===== config.mk =====
export PLATFORM = sky130hd
export DESIGN_NAME = frame_buffer_ownership_tracker
export DESIGN_NICKNAME = d
export VERILOG_FILES = /design/src/rtl/fbot_pkg.sv /design/src/rtl/frame_buffer_ownership_tracker.sv /design/src/rtl/fbot_cmd.sv
export VERILOG_INCLUDE_DIRS = /design/src /design/src/rtl
export SDC_FILE = /design/constraint.sdc
export NUM_CORES = 1
export LEC_CHECK = 0
export ABC_AREA = 1
export BUFFER_PORTS_ARGS = -buffer_cell sky130_fd_sc_hd__buf_2
export CAP_MARGIN = 20
export CORE_MARGIN = 8
export CORE_UTILIZATION = 47
export DETAILED_ROUTE_END_ITERATION = 12
export PLACE_DENSITY = 0.86
export SETUP_SLACK_MARGIN = 0.4
export SYNTH_ARGS = -nofsm -noshare
export SYNTH_HDL_FRONTEND = slang
export SYNTH_HIERARCHICAL = 1
export SYNTH_SLANG_ARGS = --single-unit

===== constraint.sdc =====
create_clock -name clk_i -period 1.8 [get_ports clk_i]
set_input_delay 0.18 -clock clk_i [delete_from_list [all_inputs] [get_ports clk_i]]
set_output_delay 0.18 -clock clk_i [all_outputs]
set_load 0.01 [all_outputs]

===== src/rtl/frame_buffer_ownership_tracker_macros.svh =====
// ----------------------------------------------------------------------------
// Frame buffer ownership tracker assertion macros
// Shared property wrappers, clocked on clk_i and quiet while rst_ni is low.
// ----------------------------------------------------------------------------
`ifndef FRAME_BUFFER_OWNERSHIP_TRACKER_MACROS_SVH
`define FRAME_BUFFER_OWNERSHIP_TRACKER_MACROS_SVH

// Same-cycle implication.
`define FBOT_ASSERT_IMPLIES(lbl, ante, cons) \
  lbl: assert property (@(posedge clk_i) disable iff (!rst_ni) (ante) |-> (cons)) \
    else $error("fbot: same-cycle check failed");

// Next-cycle implication.
`define FBOT_ASSERT_NEXT(lbl, ante, cons) \
  lbl: assert property (@(posedge clk_i) disable iff (!rst_ni) (ante) |=> (cons)) \
    else $error("fbot: next-cycle check failed");

`endif


===== src/rtl/fbot_pkg.sv =====
// ----------------------------------------------------------------------------
// Frame buffer ownership tracker package
// Command, status, event and ownership codes plus the word structs.
// ----------------------------------------------------------------------------
`timescale 1ns / 1ps

package fbot_pkg;

  localparam int BufferCountDef = 2;
  localparam int SlotFieldW     = 3;
  localparam int CounterW       = 32;
  localparam int ApbDataW       = 32;
  localparam int ApbAddrW       = 2;

  typedef enum logic [2:0] {
    CMD_CAPTURE_NEXT = 3'd0,
    CMD_FRAME_DONE   = 3'd1,
    CMD_OVERRUN      = 3'd2,
    CMD_ENGINE_ERROR = 3'd3,
    CMD_STOP         = 3'd4,
    CMD_ACQUIRE      = 3'd5,
    CMD_RELEASE      = 3'd6
  } cmd_e;

  typedef enum logic [2:0] {
    ST_OK       = 3'd0,
    ST_BUSY     = 3'd1,
    ST_NOT_INIT = 3'd2,
    ST_PARAM    = 3'd3,
    ST_ENGINE   = 3'd4
  } status_e;

  typedef enum logic [1:0] {
    EV_NONE    = 2'd0,
    EV_READY   = 2'd1,
    EV_OVERRUN = 2'd2,
    EV_ERROR   = 2'd3
  } event_e;

  typedef enum logic [1:0] {
    OWN_FREE      = 2'd0,
    OWN_CAPTURING = 2'd1,
    OWN_READY     = 2'd2,
    OWN_IN_USE    = 2'd3
  } owner_e;

  // Register index of the configuration port.
  typedef enum logic [0:0] {
    REG_ENABLED = 1'b0
  } reg_e;

  typedef struct packed {
    cmd_e                  command;
    logic [SlotFieldW-1:0] release_slot;
    logic                  release_null;
    logic                  engine_stop_ok;
    logic                  engine_start_ok;
  } item_t;

  typedef struct packed {
    status_e               status;
    event_e                event_res;
    logic [SlotFieldW-1:0] slot;
    logic                  slot_valid;
    logic                  stop_issued;
    logic                  overrun_inc;
    logic                  error_inc;
  } result_t;

endpackage


===== src/rtl/frame_buffer_ownership_tracker.sv =====
// ----------------------------------------------------------------------------
// Frame buffer ownership tracker
// Ping-pong style owner bookkeeping for a small set of capture frame buffers.
// ----------------------------------------------------------------------------
// Usage: busy_o stays low, so a command word is taken at every rising edge
// with start_i high, one per clock. Its result word passes through the input
// register and then the result register, and appears on the result ports
// flagged by done_o. There is no way to hold a result off: the receiver must
// capture every word in the cycle that done_o is high. The one-per-clock rate
// comes from the combinational read-modify-write of the buffer ownership
// registers. Write the enabled register over the APB port only while no
// command is in flight.
`timescale 1ns / 1ps
`include "frame_buffer_ownership_tracker_macros.svh"

module frame_buffer_ownership_tracker #(
  parameter int BUFFER_COUNT = fbot_pkg::BufferCountDef
) (
  input  logic                                clk_i,
  input  logic                                rst_ni,
  // Command channel
  input  logic                                start_i,
  output logic                                busy_o,
  input  logic [2:0]                          command_i,
  input  logic [fbot_pkg::SlotFieldW-1:0]     release_slot_i,
  input  logic                                release_null_i,
  input  logic                                engine_stop_ok_i,
  input  logic                                engine_start_ok_i,
  // Result channel
  output logic                                done_o,
  output logic [2:0]                          status_o,
  output logic [1:0]                          event_res_o,
  output logic [fbot_pkg::SlotFieldW-1:0]     slot_o,
  output logic                                slot_valid_o,
  output logic                                stop_issued_o,
  output logic [fbot_pkg::CounterW-1:0]       overrun_total_o,
  output logic [fbot_pkg::CounterW-1:0]       error_total_o,
  // Configuration port
  input  logic                                psel,
  input  logic                                penable,
  input  logic                                pwrite,
  input  logic [fbot_pkg::ApbAddrW-1:0]       paddr,
  input  logic [fbot_pkg::ApbDataW-1:0]       pwdata,
  output logic [fbot_pkg::ApbDataW-1:0]       prdata,
  output logic                                pready
);

  localparam int SlotW = $clog2(BUFFER_COUNT);

  // Input register
  fbot_pkg::item_t   item_q;
  logic              item_vld_q;

  // Ownership state
  fbot_pkg::owner_e  owner_q [BUFFER_COUNT];
  fbot_pkg::owner_e  owner_d [BUFFER_COUNT];
  logic              cap_vld_q, cap_vld_d;
  logic [SlotW-1:0]  cap_idx_q, cap_idx_d;
  logic              rdy_vld_q, rdy_vld_d;
  logic [SlotW-1:0]  rdy_idx_q, rdy_idx_d;
  logic              stop_pend_q, stop_pend_d;
  logic [fbot_pkg::CounterW-1:0] ovr_cnt_q;
  logic [fbot_pkg::CounterW-1:0] err_cnt_q;

  // Result register
  fbot_pkg::result_t result_d;
  fbot_pkg::result_t result_q;
  logic              done_q;

  logic              enabled_q;
  logic              cfg_wr;
  fbot_pkg::reg_e    cfg_reg;

  // Never stall: one command per clock.
  assign busy_o = 1'b0;

  // --------------------------------------------------------------------------
  // Configuration port. A single register, so every address maps onto it.
  // --------------------------------------------------------------------------
  assign pready  = 1'b1;
  assign cfg_wr  = psel && penable && pwrite;
  assign cfg_reg = fbot_pkg::REG_ENABLED;

  always_ff @(posedge clk_i or negedge rst_ni) begin
    if (!rst_ni) begin
      enabled_q <= 1'b0;
    end else if (cfg_wr) begin
      unique case (cfg_reg)
        fbot_pkg::REG_ENABLED: enabled_q <= pwdata[0];
        default:               enabled_q <= enabled_q;
      endcase
    end
  end

  always_comb begin
    prdata = '0;
    unique case (cfg_reg)
      fbot_pkg::REG_ENABLED: prdata = {{(fbot_pkg::ApbDataW - 1){1'b0}}, enabled_q};
      default:               prdata = '0;
    endcase
  end

  // --------------------------------------------------------------------------
  // Input register: capture the command word on acceptance.
  // --------------------------------------------------------------------------
  always_ff @(posedge clk_i or negedge rst_ni) begin
    if (!rst_ni) begin
      item_vld_q <= 1'b0;
    end else begin
      item_vld_q <= start_i && !busy_o;
    end
  end

  always_ff @(posedge clk_i) begin
    if (start_i && !busy_o) begin
      item_q.command         <= fbot_pkg::cmd_e'(command_i);
      item_q.release_slot    <= release_slot_i;
      item_q.release_null    <= release_null_i;
      item_q.engine_stop_ok  <= engine_stop_ok_i;
      item_q.engine_start_ok <= engine_start_ok_i;
    end
  end

  // --------------------------------------------------------------------------
  // Single-pass command evaluation against the ownership state.
  // --------------------------------------------------------------------------
  fbot_cmd #(
    .BUFFER_COUNT (BUFFER_COUNT)
  ) u_cmd (
    .item_i      (item_q),
    .enabled_i   (enabled_q),
    .owner_i     (owner_q),
    .cap_vld_i   (cap_vld_q),
    .cap_idx_i   (cap_idx_q),
    .rdy_vld_i   (rdy_vld_q),
    .rdy_idx_i   (rdy_idx_q),
    .stop_pend_i (stop_pend_q),
    .owner_o     (owner_d),
    .cap_vld_o   (cap_vld_d),
    .cap_idx_o   (cap_idx_d),
    .rdy_vld_o   (rdy_vld_d),
    .rdy_idx_o   (rdy_idx_d),
    .stop_pend_o (stop_pend_d),
    .result_o    (result_d)
  );

  // Commit state and counters only when a command word is in the input stage.
  always_ff @(posedge clk_i or negedge rst_ni) begin
    if (!rst_ni) begin
      for (int i = 0; i < BUFFER_COUNT; i++) begin
        owner_q[i] <= fbot_pkg::OWN_FREE;
      end
      cap_vld_q   <= 1'b0;
      cap_idx_q   <= '0;
      rdy_vld_q   <= 1'b0;
      rdy_idx_q   <= '0;
      stop_pend_q <= 1'b0;
      ovr_cnt_q   <= '0;
      err_cnt_q   <= '0;
    end else if (item_vld_q) begin
      owner_q     <= owner_d;
      cap_vld_q   <= cap_vld_d;
      cap_idx_q   <= cap_idx_d;
      rdy_vld_q   <= rdy_vld_d;
      rdy_idx_q   <= rdy_idx_d;
      stop_pend_q <= stop_pend_d;
      if (result_d.overrun_inc) begin
        ovr_cnt_q <= ovr_cnt_q + 1'b1;
      end
      if (result_d.error_inc) begin
        err_cnt_q <= err_cnt_q + 1'b1;
      end
    end
  end

  // Result register: one-cycle strobe, payload held without reset.
  always_ff @(posedge clk_i or negedge rst_ni) begin
    if (!rst_ni) begin
      done_q <= 1'b0;
    end else begin
      done_q <= item_vld_q;
    end
  end

  always_ff @(posedge clk_i) begin
    if (item_vld_q) begin
      result_q <= result_d;
    end
  end

  assign done_o        = done_q;
  assign status_o      = result_q.status;
  assign event_res_o   = result_q.event_res;
  assign slot_o        = result_q.slot;
  assign slot_valid_o  = result_q.slot_valid;
  assign stop_issued_o = result_q.stop_issued;
  // Counters commit on the same edge as the result, so they show the
  // post-command totals while done_o is high.
  assign overrun_total_o = ovr_cnt_q;
  assign error_total_o   = err_cnt_q;

  // --------------------------------------------------------------------------
  // Assertions
  // --------------------------------------------------------------------------
  `FBOT_ASSERT_NEXT(a_item_gives_result, item_vld_q, done_q)
  `FBOT_ASSERT_IMPLIES(a_result_has_item, done_q, $past(item_vld_q))
  `FBOT_ASSERT_IMPLIES(a_cap_buffer_owned, cap_vld_q, owner_q[cap_idx_q] == fbot_pkg::OWN_CAPTURING)
  `FBOT_ASSERT_IMPLIES(a_slot_only_on_ok, done_q && result_q.slot_valid, result_q.status == fbot_pkg::ST_OK)
  `FBOT_ASSERT_IMPLIES(a_ovr_cnt_on_event, ovr_cnt_q != $past(ovr_cnt_q), done_q && result_q.event_res == fbot_pkg::EV_OVERRUN)

endmodule


===== src/rtl/fbot_cmd.sv =====
// ----------------------------------------------------------------------------
// Frame buffer ownership tracker command logic
// Evaluates one command against the current ownership state in one pass.
// ----------------------------------------------------------------------------
`timescale 1ns / 1ps

module fbot_cmd #(
  parameter int BUFFER_COUNT = fbot_pkg::BufferCountDef,
  localparam int SlotW       = $clog2(BUFFER_COUNT)
) (
  input  fbot_pkg::item_t    item_i,
  input  logic               enabled_i,
  input  fbot_pkg::owner_e   owner_i [BUFFER_COUNT],
  input  logic               cap_vld_i,
  input  logic [SlotW-1:0]   cap_idx_i,
  input  logic               rdy_vld_i,
  input  logic [SlotW-1:0]   rdy_idx_i,
  input  logic               stop_pend_i,
  output fbot_pkg::owner_e   owner_o [BUFFER_COUNT],
  output logic               cap_vld_o,
  output logic [SlotW-1:0]   cap_idx_o,
  output logic               rdy_vld_o,
  output logic [SlotW-1:0]   rdy_idx_o,
  output logic               stop_pend_o,
  output fbot_pkg::result_t  result_o
);

  localparam logic [fbot_pkg::SlotFieldW:0] RelLimit = (fbot_pkg::SlotFieldW + 1)'(BUFFER_COUNT);

  logic             free_found;
  logic [SlotW-1:0] pick;
  logic [SlotW-1:0] rel_idx;
  logic             rel_in_range;

  // Lowest free buffer: scan downward so the lowest index wins.
  always_comb begin
    free_found = 1'b0;
    pick       = '0;
    for (int i = BUFFER_COUNT - 1; i >= 0; i--) begin
      if (owner_i[i] == fbot_pkg::OWN_FREE) begin
        free_found = 1'b1;
        pick       = SlotW'(i);
      end
    end
  end

  assign rel_in_range = ({1'b0, item_i.release_slot} < RelLimit);
  assign rel_idx      = item_i.release_slot[SlotW-1:0];

  always_comb begin
    owner_o     = owner_i;
    cap_vld_o   = cap_vld_i;
    cap_idx_o   = cap_idx_i;
    rdy_vld_o   = rdy_vld_i;
    rdy_idx_o   = rdy_idx_i;
    stop_pend_o = stop_pend_i;
    result_o    = '{status: fbot_pkg::ST_OK, event_res: fbot_pkg::EV_NONE, default: '0};

    unique case (item_i.command)
      fbot_pkg::CMD_CAPTURE_NEXT: begin
        if (!enabled_i) begin
          result_o.status = fbot_pkg::ST_NOT_INIT;
        end else if (cap_vld_i || !free_found) begin
          result_o.status = fbot_pkg::ST_BUSY;
        end else begin
          if (stop_pend_i) begin
            result_o.stop_issued = 1'b1;
            if (!item_i.engine_stop_ok) begin
              result_o.status = fbot_pkg::ST_ENGINE;
            end else begin
              stop_pend_o = 1'b0;
            end
          end
          if (result_o.status == fbot_pkg::ST_OK) begin
            if (!item_i.engine_start_ok) begin
              result_o.status = fbot_pkg::ST_ENGINE;
            end else begin
              owner_o[pick]       = fbot_pkg::OWN_CAPTURING;
              cap_vld_o           = 1'b1;
              cap_idx_o           = pick;
              stop_pend_o         = 1'b1;
              result_o.slot       = fbot_pkg::SlotFieldW'(pick);
              result_o.slot_valid = 1'b1;
            end
          end
        end
      end
      fbot_pkg::CMD_FRAME_DONE: begin
        if (!cap_vld_i || owner_i[cap_idx_i] != fbot_pkg::OWN_CAPTURING) begin
          result_o.error_inc = 1'b1;
          result_o.event_res = fbot_pkg::EV_ERROR;
        end else begin
          owner_o[cap_idx_i] = fbot_pkg::OWN_READY;
          rdy_vld_o          = 1'b1;
          rdy_idx_o          = cap_idx_i;
          cap_vld_o          = 1'b0;
          result_o.event_res = fbot_pkg::EV_READY;
        end
      end
      fbot_pkg::CMD_OVERRUN: begin
        if (cap_vld_i) begin
          owner_o[cap_idx_i] = fbot_pkg::OWN_FREE;
          cap_vld_o          = 1'b0;
        end
        result_o.overrun_inc = 1'b1;
        result_o.event_res   = fbot_pkg::EV_OVERRUN;
      end
      fbot_pkg::CMD_ENGINE_ERROR: begin
        if (cap_vld_i) begin
          owner_o[cap_idx_i] = fbot_pkg::OWN_FREE;
          cap_vld_o          = 1'b0;
        end
        result_o.error_inc = 1'b1;
        result_o.event_res = fbot_pkg::EV_ERROR;
      end
      fbot_pkg::CMD_STOP: begin
        if (!enabled_i) begin
          result_o.status = fbot_pkg::ST_NOT_INIT;
        end else begin
          if (stop_pend_i) begin
            result_o.stop_issued = 1'b1;
            if (!item_i.engine_stop_ok) begin
              result_o.status = fbot_pkg::ST_ENGINE;
            end else begin
              stop_pend_o = 1'b0;
            end
          end
          if (result_o.status == fbot_pkg::ST_OK && cap_vld_i) begin
            owner_o[cap_idx_i] = fbot_pkg::OWN_FREE;
            cap_vld_o          = 1'b0;
          end
        end
      end
      fbot_pkg::CMD_ACQUIRE: begin
        if (!enabled_i) begin
          result_o.status = fbot_pkg::ST_NOT_INIT;
        end else if (!rdy_vld_i || owner_i[rdy_idx_i] != fbot_pkg::OWN_READY) begin
          result_o.status = fbot_pkg::ST_BUSY;
        end else begin
          owner_o[rdy_idx_i]  = fbot_pkg::OWN_IN_USE;
          rdy_vld_o           = 1'b0;
          result_o.slot       = fbot_pkg::SlotFieldW'(rdy_idx_i);
          result_o.slot_valid = 1'b1;
        end
      end
      fbot_pkg::CMD_RELEASE: begin
        if (item_i.release_null || !rel_in_range) begin
          result_o.status = fbot_pkg::ST_PARAM;
        end else if (owner_i[rel_idx] != fbot_pkg::OWN_IN_USE) begin
          result_o.status = fbot_pkg::ST_BUSY;
        end else begin
          owner_o[rel_idx] = fbot_pkg::OWN_FREE;
        end
      end
      default: begin
        result_o.status = fbot_pkg::ST_PARAM;
      end
    endcase
  end

endmodule

Word-level counts from Yosys, hierarchy flattened --
Index checks and enable logic that the tools add are counted.
Storage, ports and cells: memory bits (writable) 0, memories kept 0, logic and storage cells 190, bits in latches 0, bits of input ports 49, register bits 95, output and inout bits 109, memory bits (read-only) 0
Cells by class: bitwise logic cells 17, multiply operators 0, add/subtract/negate cells 2, reduce and logical (&&, ||, !) cells 34, div/mod/pow operators 0, mux-type cells 85, shift operators 0, order comparisons 9, equal/unequal tests 21
Operator list (count):
- adder 32 x 1 -> 32 bit, second input constant | 2
- two-way mux 4 bit | 14
- two-way mux 3 bit | 14
- two-way mux 2 bit | 16
- two-way mux 1 bit | 26
- case mux 4 bit (6 select lines) | 1
- != test 2 bit, second input constant | 11
- case mux 3 bit (5 select lines) | 1
- AND reduction 14 bit | 1
- two-way mux 5 bit | 2
- AND reduction 5 bit | 2
- equality test 3 bit, second input constant | 3
- zero test 3 bit | 3
- AND reduction 9 bit | 1
- AND 4 bit | 2
- demux 2 bit (select 1 bit) | 4
- greater-or-equal comparator 2 bit, second input constant | 4
- < comparator 2 x 1 -> 1 bit, second input constant | 4
- != test 2 x 1 -> 1 bit, second input constant | 4
- NOT 1 -> 2 bit | 4
- NOT 4 bit | 2
- case mux 1 bit (2 select lines) | 4
- case mux 4 bit (2 select lines) | 1
- logical AND 1 bit | 7
- 21 further kinds | 35

Longest topological paths before layout --
depth after elaboration 15, gate-level depth with buffers 14, mapped depth without buffers 14

By module --
The synthesis kept the hierarchy.
Modules (own cells, without submodules):
- frame_buffer_ownership_tracker | times used 1, cells each 499, sequential area each 2472.4 µm², area an instance 4725.8 µm²
- fbot_cmd | times used 1, cells each 157, sequential area each 0.0 µm², area an instance 685.7 µm²

Worst setup path after synthesis --
No wires, ideal clock.
path type register to register, from register owner_q[1] (netlist name), to register err_cnt_q, in the netlist error_total_o[22], data required time 1.673 ns, period minus slack after synthesis 1.857 ns, path slack -0.057 ns, path buffers 0, stages on the path, launching flop included 13, setup time 0.127 ns, data arrival time 1.730 ns, path through dfrtp_1 > inv_1 > nand3_1 > nand2_1 > nand2_1 > inv_1 > a21oi_1 > nand2_8 > nor2_8 > nand3b_4 > nor2_8 > nand2_2 > xnor2_2
RTL lines:
- start: declaration | line frame_buffer_ownership_tracker.sv:55 | fbot_pkg::owner_e owner_q [BUFFER_COUNT];
- start signal: indexed assignment | line frame_buffer_ownership_tracker.sv:151 | owner_q[i] <= fbot_pkg::OWN_FREE;
- start signal: assignment | line frame_buffer_ownership_tracker.sv:161 | owner_q <= owner_d;
- end signal: assignment | line frame_buffer_ownership_tracker.sv:171 | err_cnt_q <= err_cnt_q + 1'b1;
- end: declaration | line frame_buffer_ownership_tracker.sv:63 | logic [fbot_pkg::CounterW-1:0] err_cnt_q;

==> key figures <==
Run status
  – Status: complete, but fails checks
  – Violated checks: setup timing

Power and ir drop
  – Leakage component of the power: between 0.003 and 0.004 uW
  – Max VDD drop: ~0.59 mV
  – Pwr Total: 5420 uW
  – Power Density: between 700 and 800 nW/um^2

Layout
  – Cell Count, Final, Fillers Out: 955
  – Share of layout cells above drive strength 1: a little over a third
  – Final nets: between 800 and 900
  – Most common cell after layout, fill and taps aside: nand2_1
  – Antenna diode count: 0
  – Layout overhead on the synthesized area: 33.2%
  – Fill cell count: approximately 830
  – Top library cells by usage in the layout, fill and taps aside: 161 x nand2_1, 90 x buf_2, 76 x dfrtp_1, 60 x inv_1, 50 x nor2_1
  – Sequential cell area: approximately 2500 sq um
  – Multi-input gate area: 3000 sq um

Floorplan
  – Height of the die: about 120 um
  – Initial core utilization: 47.8%
  – Top-Level Pins: ~160
  – Die width: between 100 and 150 um
  – Placeable core region: ~11,000 sq um
  – Number of placement rows: 39
  – Overall die area: 15,200 sq um

Detailed routing
  – WL final: ~15,000 um
  – Vias post-DR: around 4,900
  – Number of DRC markers in iteration 0: 490
  – Number of DRC violations after detailed routing: 0
  – Routed wire per std cell: 15.2 um
  – Number of iterations in the first detailed-routing pass: 5
  – ANT nets after route: 0
  – Via-to-Cell Ratio: 5.15

Worst setup path
  – Endpoint class of the critical path: register
  – CP dominant cell by count: nand2_1
  – Worst Path Arrival: 2.08 ns
  – Worst-path cell chain: buf_6 > buf_6 > nor2_4 > nand2_4 > nand2_2 > nor2_4 > nand2_1 > nor2_1 > nand2_1 > nand2_1 > nand2_1 > mux2_4
  – Critical Path Max Stage Delay: roughly 0.47 ns
  – Crit Path Max Fanout: 5
  – Critical path start-end classification: register to register
  – Cell family with the largest share of critical-path delay: simple AND/OR/NAND/NOR gates
  – Sort of element at the start of the critical path: register
  – Endpoint required time on the critical path: approximately 2.0 ns
  – CP max stage cell: edfxtp_1
  – Buffering stage count on the worst path with inverters included: 2

GRT
  – Overall Global Routing Usage: between 10% and 20%
  – Number of antenna violations at the first check in global routing: 0
  – Grt ovf: 0
  – Wire length of the first global-routing pass: 21,500 um
  – Largest net degree at the start of global routing: 45
  – Number of global-route vias before repair: around 4,700

Placement
  – Final weighted congestion of routability-driven global placement: roughly 0.91
  – Final HPWL DP: slightly below 10,000 um
  – Number of input and output port buffers inserted: 91
  – Worst slack at placement: -0.0415 ns
  – DP Cell Count: 906

Clocking
  – Max Buffers Root-to-Sink: 2
  – Insertion delay to the later sink of the worst-skew pair: between 0.3 and 0.4 ns
  – CTS tree: built
  – Clock tree root driver cell: clkbuf_16
  – Number of clock buffers inserted by TritonCTS: 9
  – Clock transition at the register clock pins on the worst setup and hold paths after CTS: 0.06 ns
  – H-tree depth reported by CTS: 3
  – Sink count of the clock tree: 95

Timing
  – Fin Setup TNS: -0.0845 ns
  – Remaining max-slew budget at the tightest pin: 61.6%
  – Final-report max-slew violation count: 0
  – Fin. Hold Viols: 0
  – Unrepaired setup endpoints after global routing: true
  – Setup clock skew after layout: ~0.0096 ns
  – Hold slack: between 0.01 and 0.015 ns
  – Post-layout worst setup margin: -0.0537 ns
  – Number of failing setup endpoints in the final timing report: 4
  – Final worst path period share: 103%
  – Clock period minus final worst setup slack: 1.85 ns
  – Slew at the pin closest to its max-slew limit: approximately 0.58 ns
  – Timing-limited maximum frequency: 539 MHz

Job
  – Number of max-cap violations: 0

Synthesis
  – Synthesized instance count: 656
  – Distinct cell type count of the synthesized netlist: 40
  – Post-Synthesis Mean Instance Area: approximately 8.2 sq um
  – Cell area after technology mapping: 5410 sq um
  – Synthesized flop and latch total: 95
  – Sequential area share after synthesis: 45.7%
  – Number of synthesis warnings: 6

Min path
  – HP Class: input pin to register
==> synthesized netlist by cell type (all sizes together) <==
library cell	n	area share [%]
nand3b	7	1.2
a31oi	2	0.23
xnor2	25	4.2
conb	3	0.21
o211ai	1	0.14
clkinv	2	0.16
nor3b	1	0.14
nor2	94	8.4
ha	2	0.46
o31ai	1	0.14
a21oi	2	0.18
o21ai	8	0.74
dfrtp	76	35
o21a	2	0.28
mux2	10	2.1
nand3	51	5.1
edfxtp	19	11
xor2	18	2.9
nor2b	1	0.12
o21bai	1	0.14
nand4	15	1.8
inv	73	5.1
nand2	194	14
buf	37	5.2
nor3	11	1.1
==> timing repair <==
| action | in CTS | in global routing |
|---|---|---|
| resized for setup | 54 | 76 |
| hold buffers | 6 | 0 |
| pin swaps | 36 | 48 |
| endpoints found under the setup margin | 72 | 77 |
| buffers inserted | 15 | 13 |
| hold endpoints to repair | 48 | 0 |
==> layout make-up <==
| cell class | count | share of cell area (%) |
|---|---|---|
| clock inverters | 4 | 0.399 |
| repair buffers | 146 | 13.6 |
| multi-input cells | 481 | 41.7 |
| clock buffers | 11 | 3.51 |
| inverters | 75 | 4.06 |
| flip-flops and latches | 95 | 34.3 |
| well taps | 143 | 2.48 |
==> registers in the layout, summed over array words and instances (netlist names), 2 cells and up <==
register	count
slot_o	3
error_total_o	32
status_o	3
overrun_total_o	32
owner_q	4
item_q	9
event_res_o	2
==> metal layers <==
metal  share of wire, %  GRT usage (%)
met5                  0              0
met1                 40           21.0
met2                 49           30.4
met4                3.3           9.03
met3                7.5           3.20
==> worst paths after layout <==
kind / startpoint / to / slack, ns / cells after the start
min in group asynchronous: rst_ni / error_total_o[3] / 0.39 / 2
setup / recovery: item_q[6] / owner_q[2] / -0.05 / 12
hold / removal: command_i[1] / item_q[7] / 0.01 / 1
setup reg to reg: item_q[6] / owner_q[2] / -0.05 / 12
max in group asynchronous: rst_ni / overrun_total_o[0] / 0.81 / 3
hold reg to reg: error_total_o[14] / error_total_o[14] / 0.51 / 1
==> cells by family (layout without fill, tap and decap cells) <==
kind of cell             Yosys count  after routing  synth area share (%)
AO/OA/AOI/OAI                     17             17                  1.85
XOR/XNOR                          43             43                  7.10
adder cells (fa/ha/maj)            2              2                 0.462
buffers and inverters            112            236                  10.4
flip-flops                        95             95                  45.7
multiplexers                      10             10                  2.08
other                              3             35                 0.208
AND/OR/NAND/NOR                  374            374                  32.2
==> stage by stage <==
step / util (%) / cell area [sq um]
after CTS: 60.1 / 6800
after global placement: 54.2 / 6140
final: 63.6 / 7210
after detailed placement: 54.2 / 6140
after floorplan: - / 5610
after global routing: 63.6 / 7210
==> report_power, final <==
part / switching, uW / leakage (uW) / internal (uW)
Combinational: 617 / 0.00236 / 444
Sequential: 168 / 0.00123 / 2360
Clock: 823 / 0.000138 / 1010
Power figures use the tool's default switching activity.
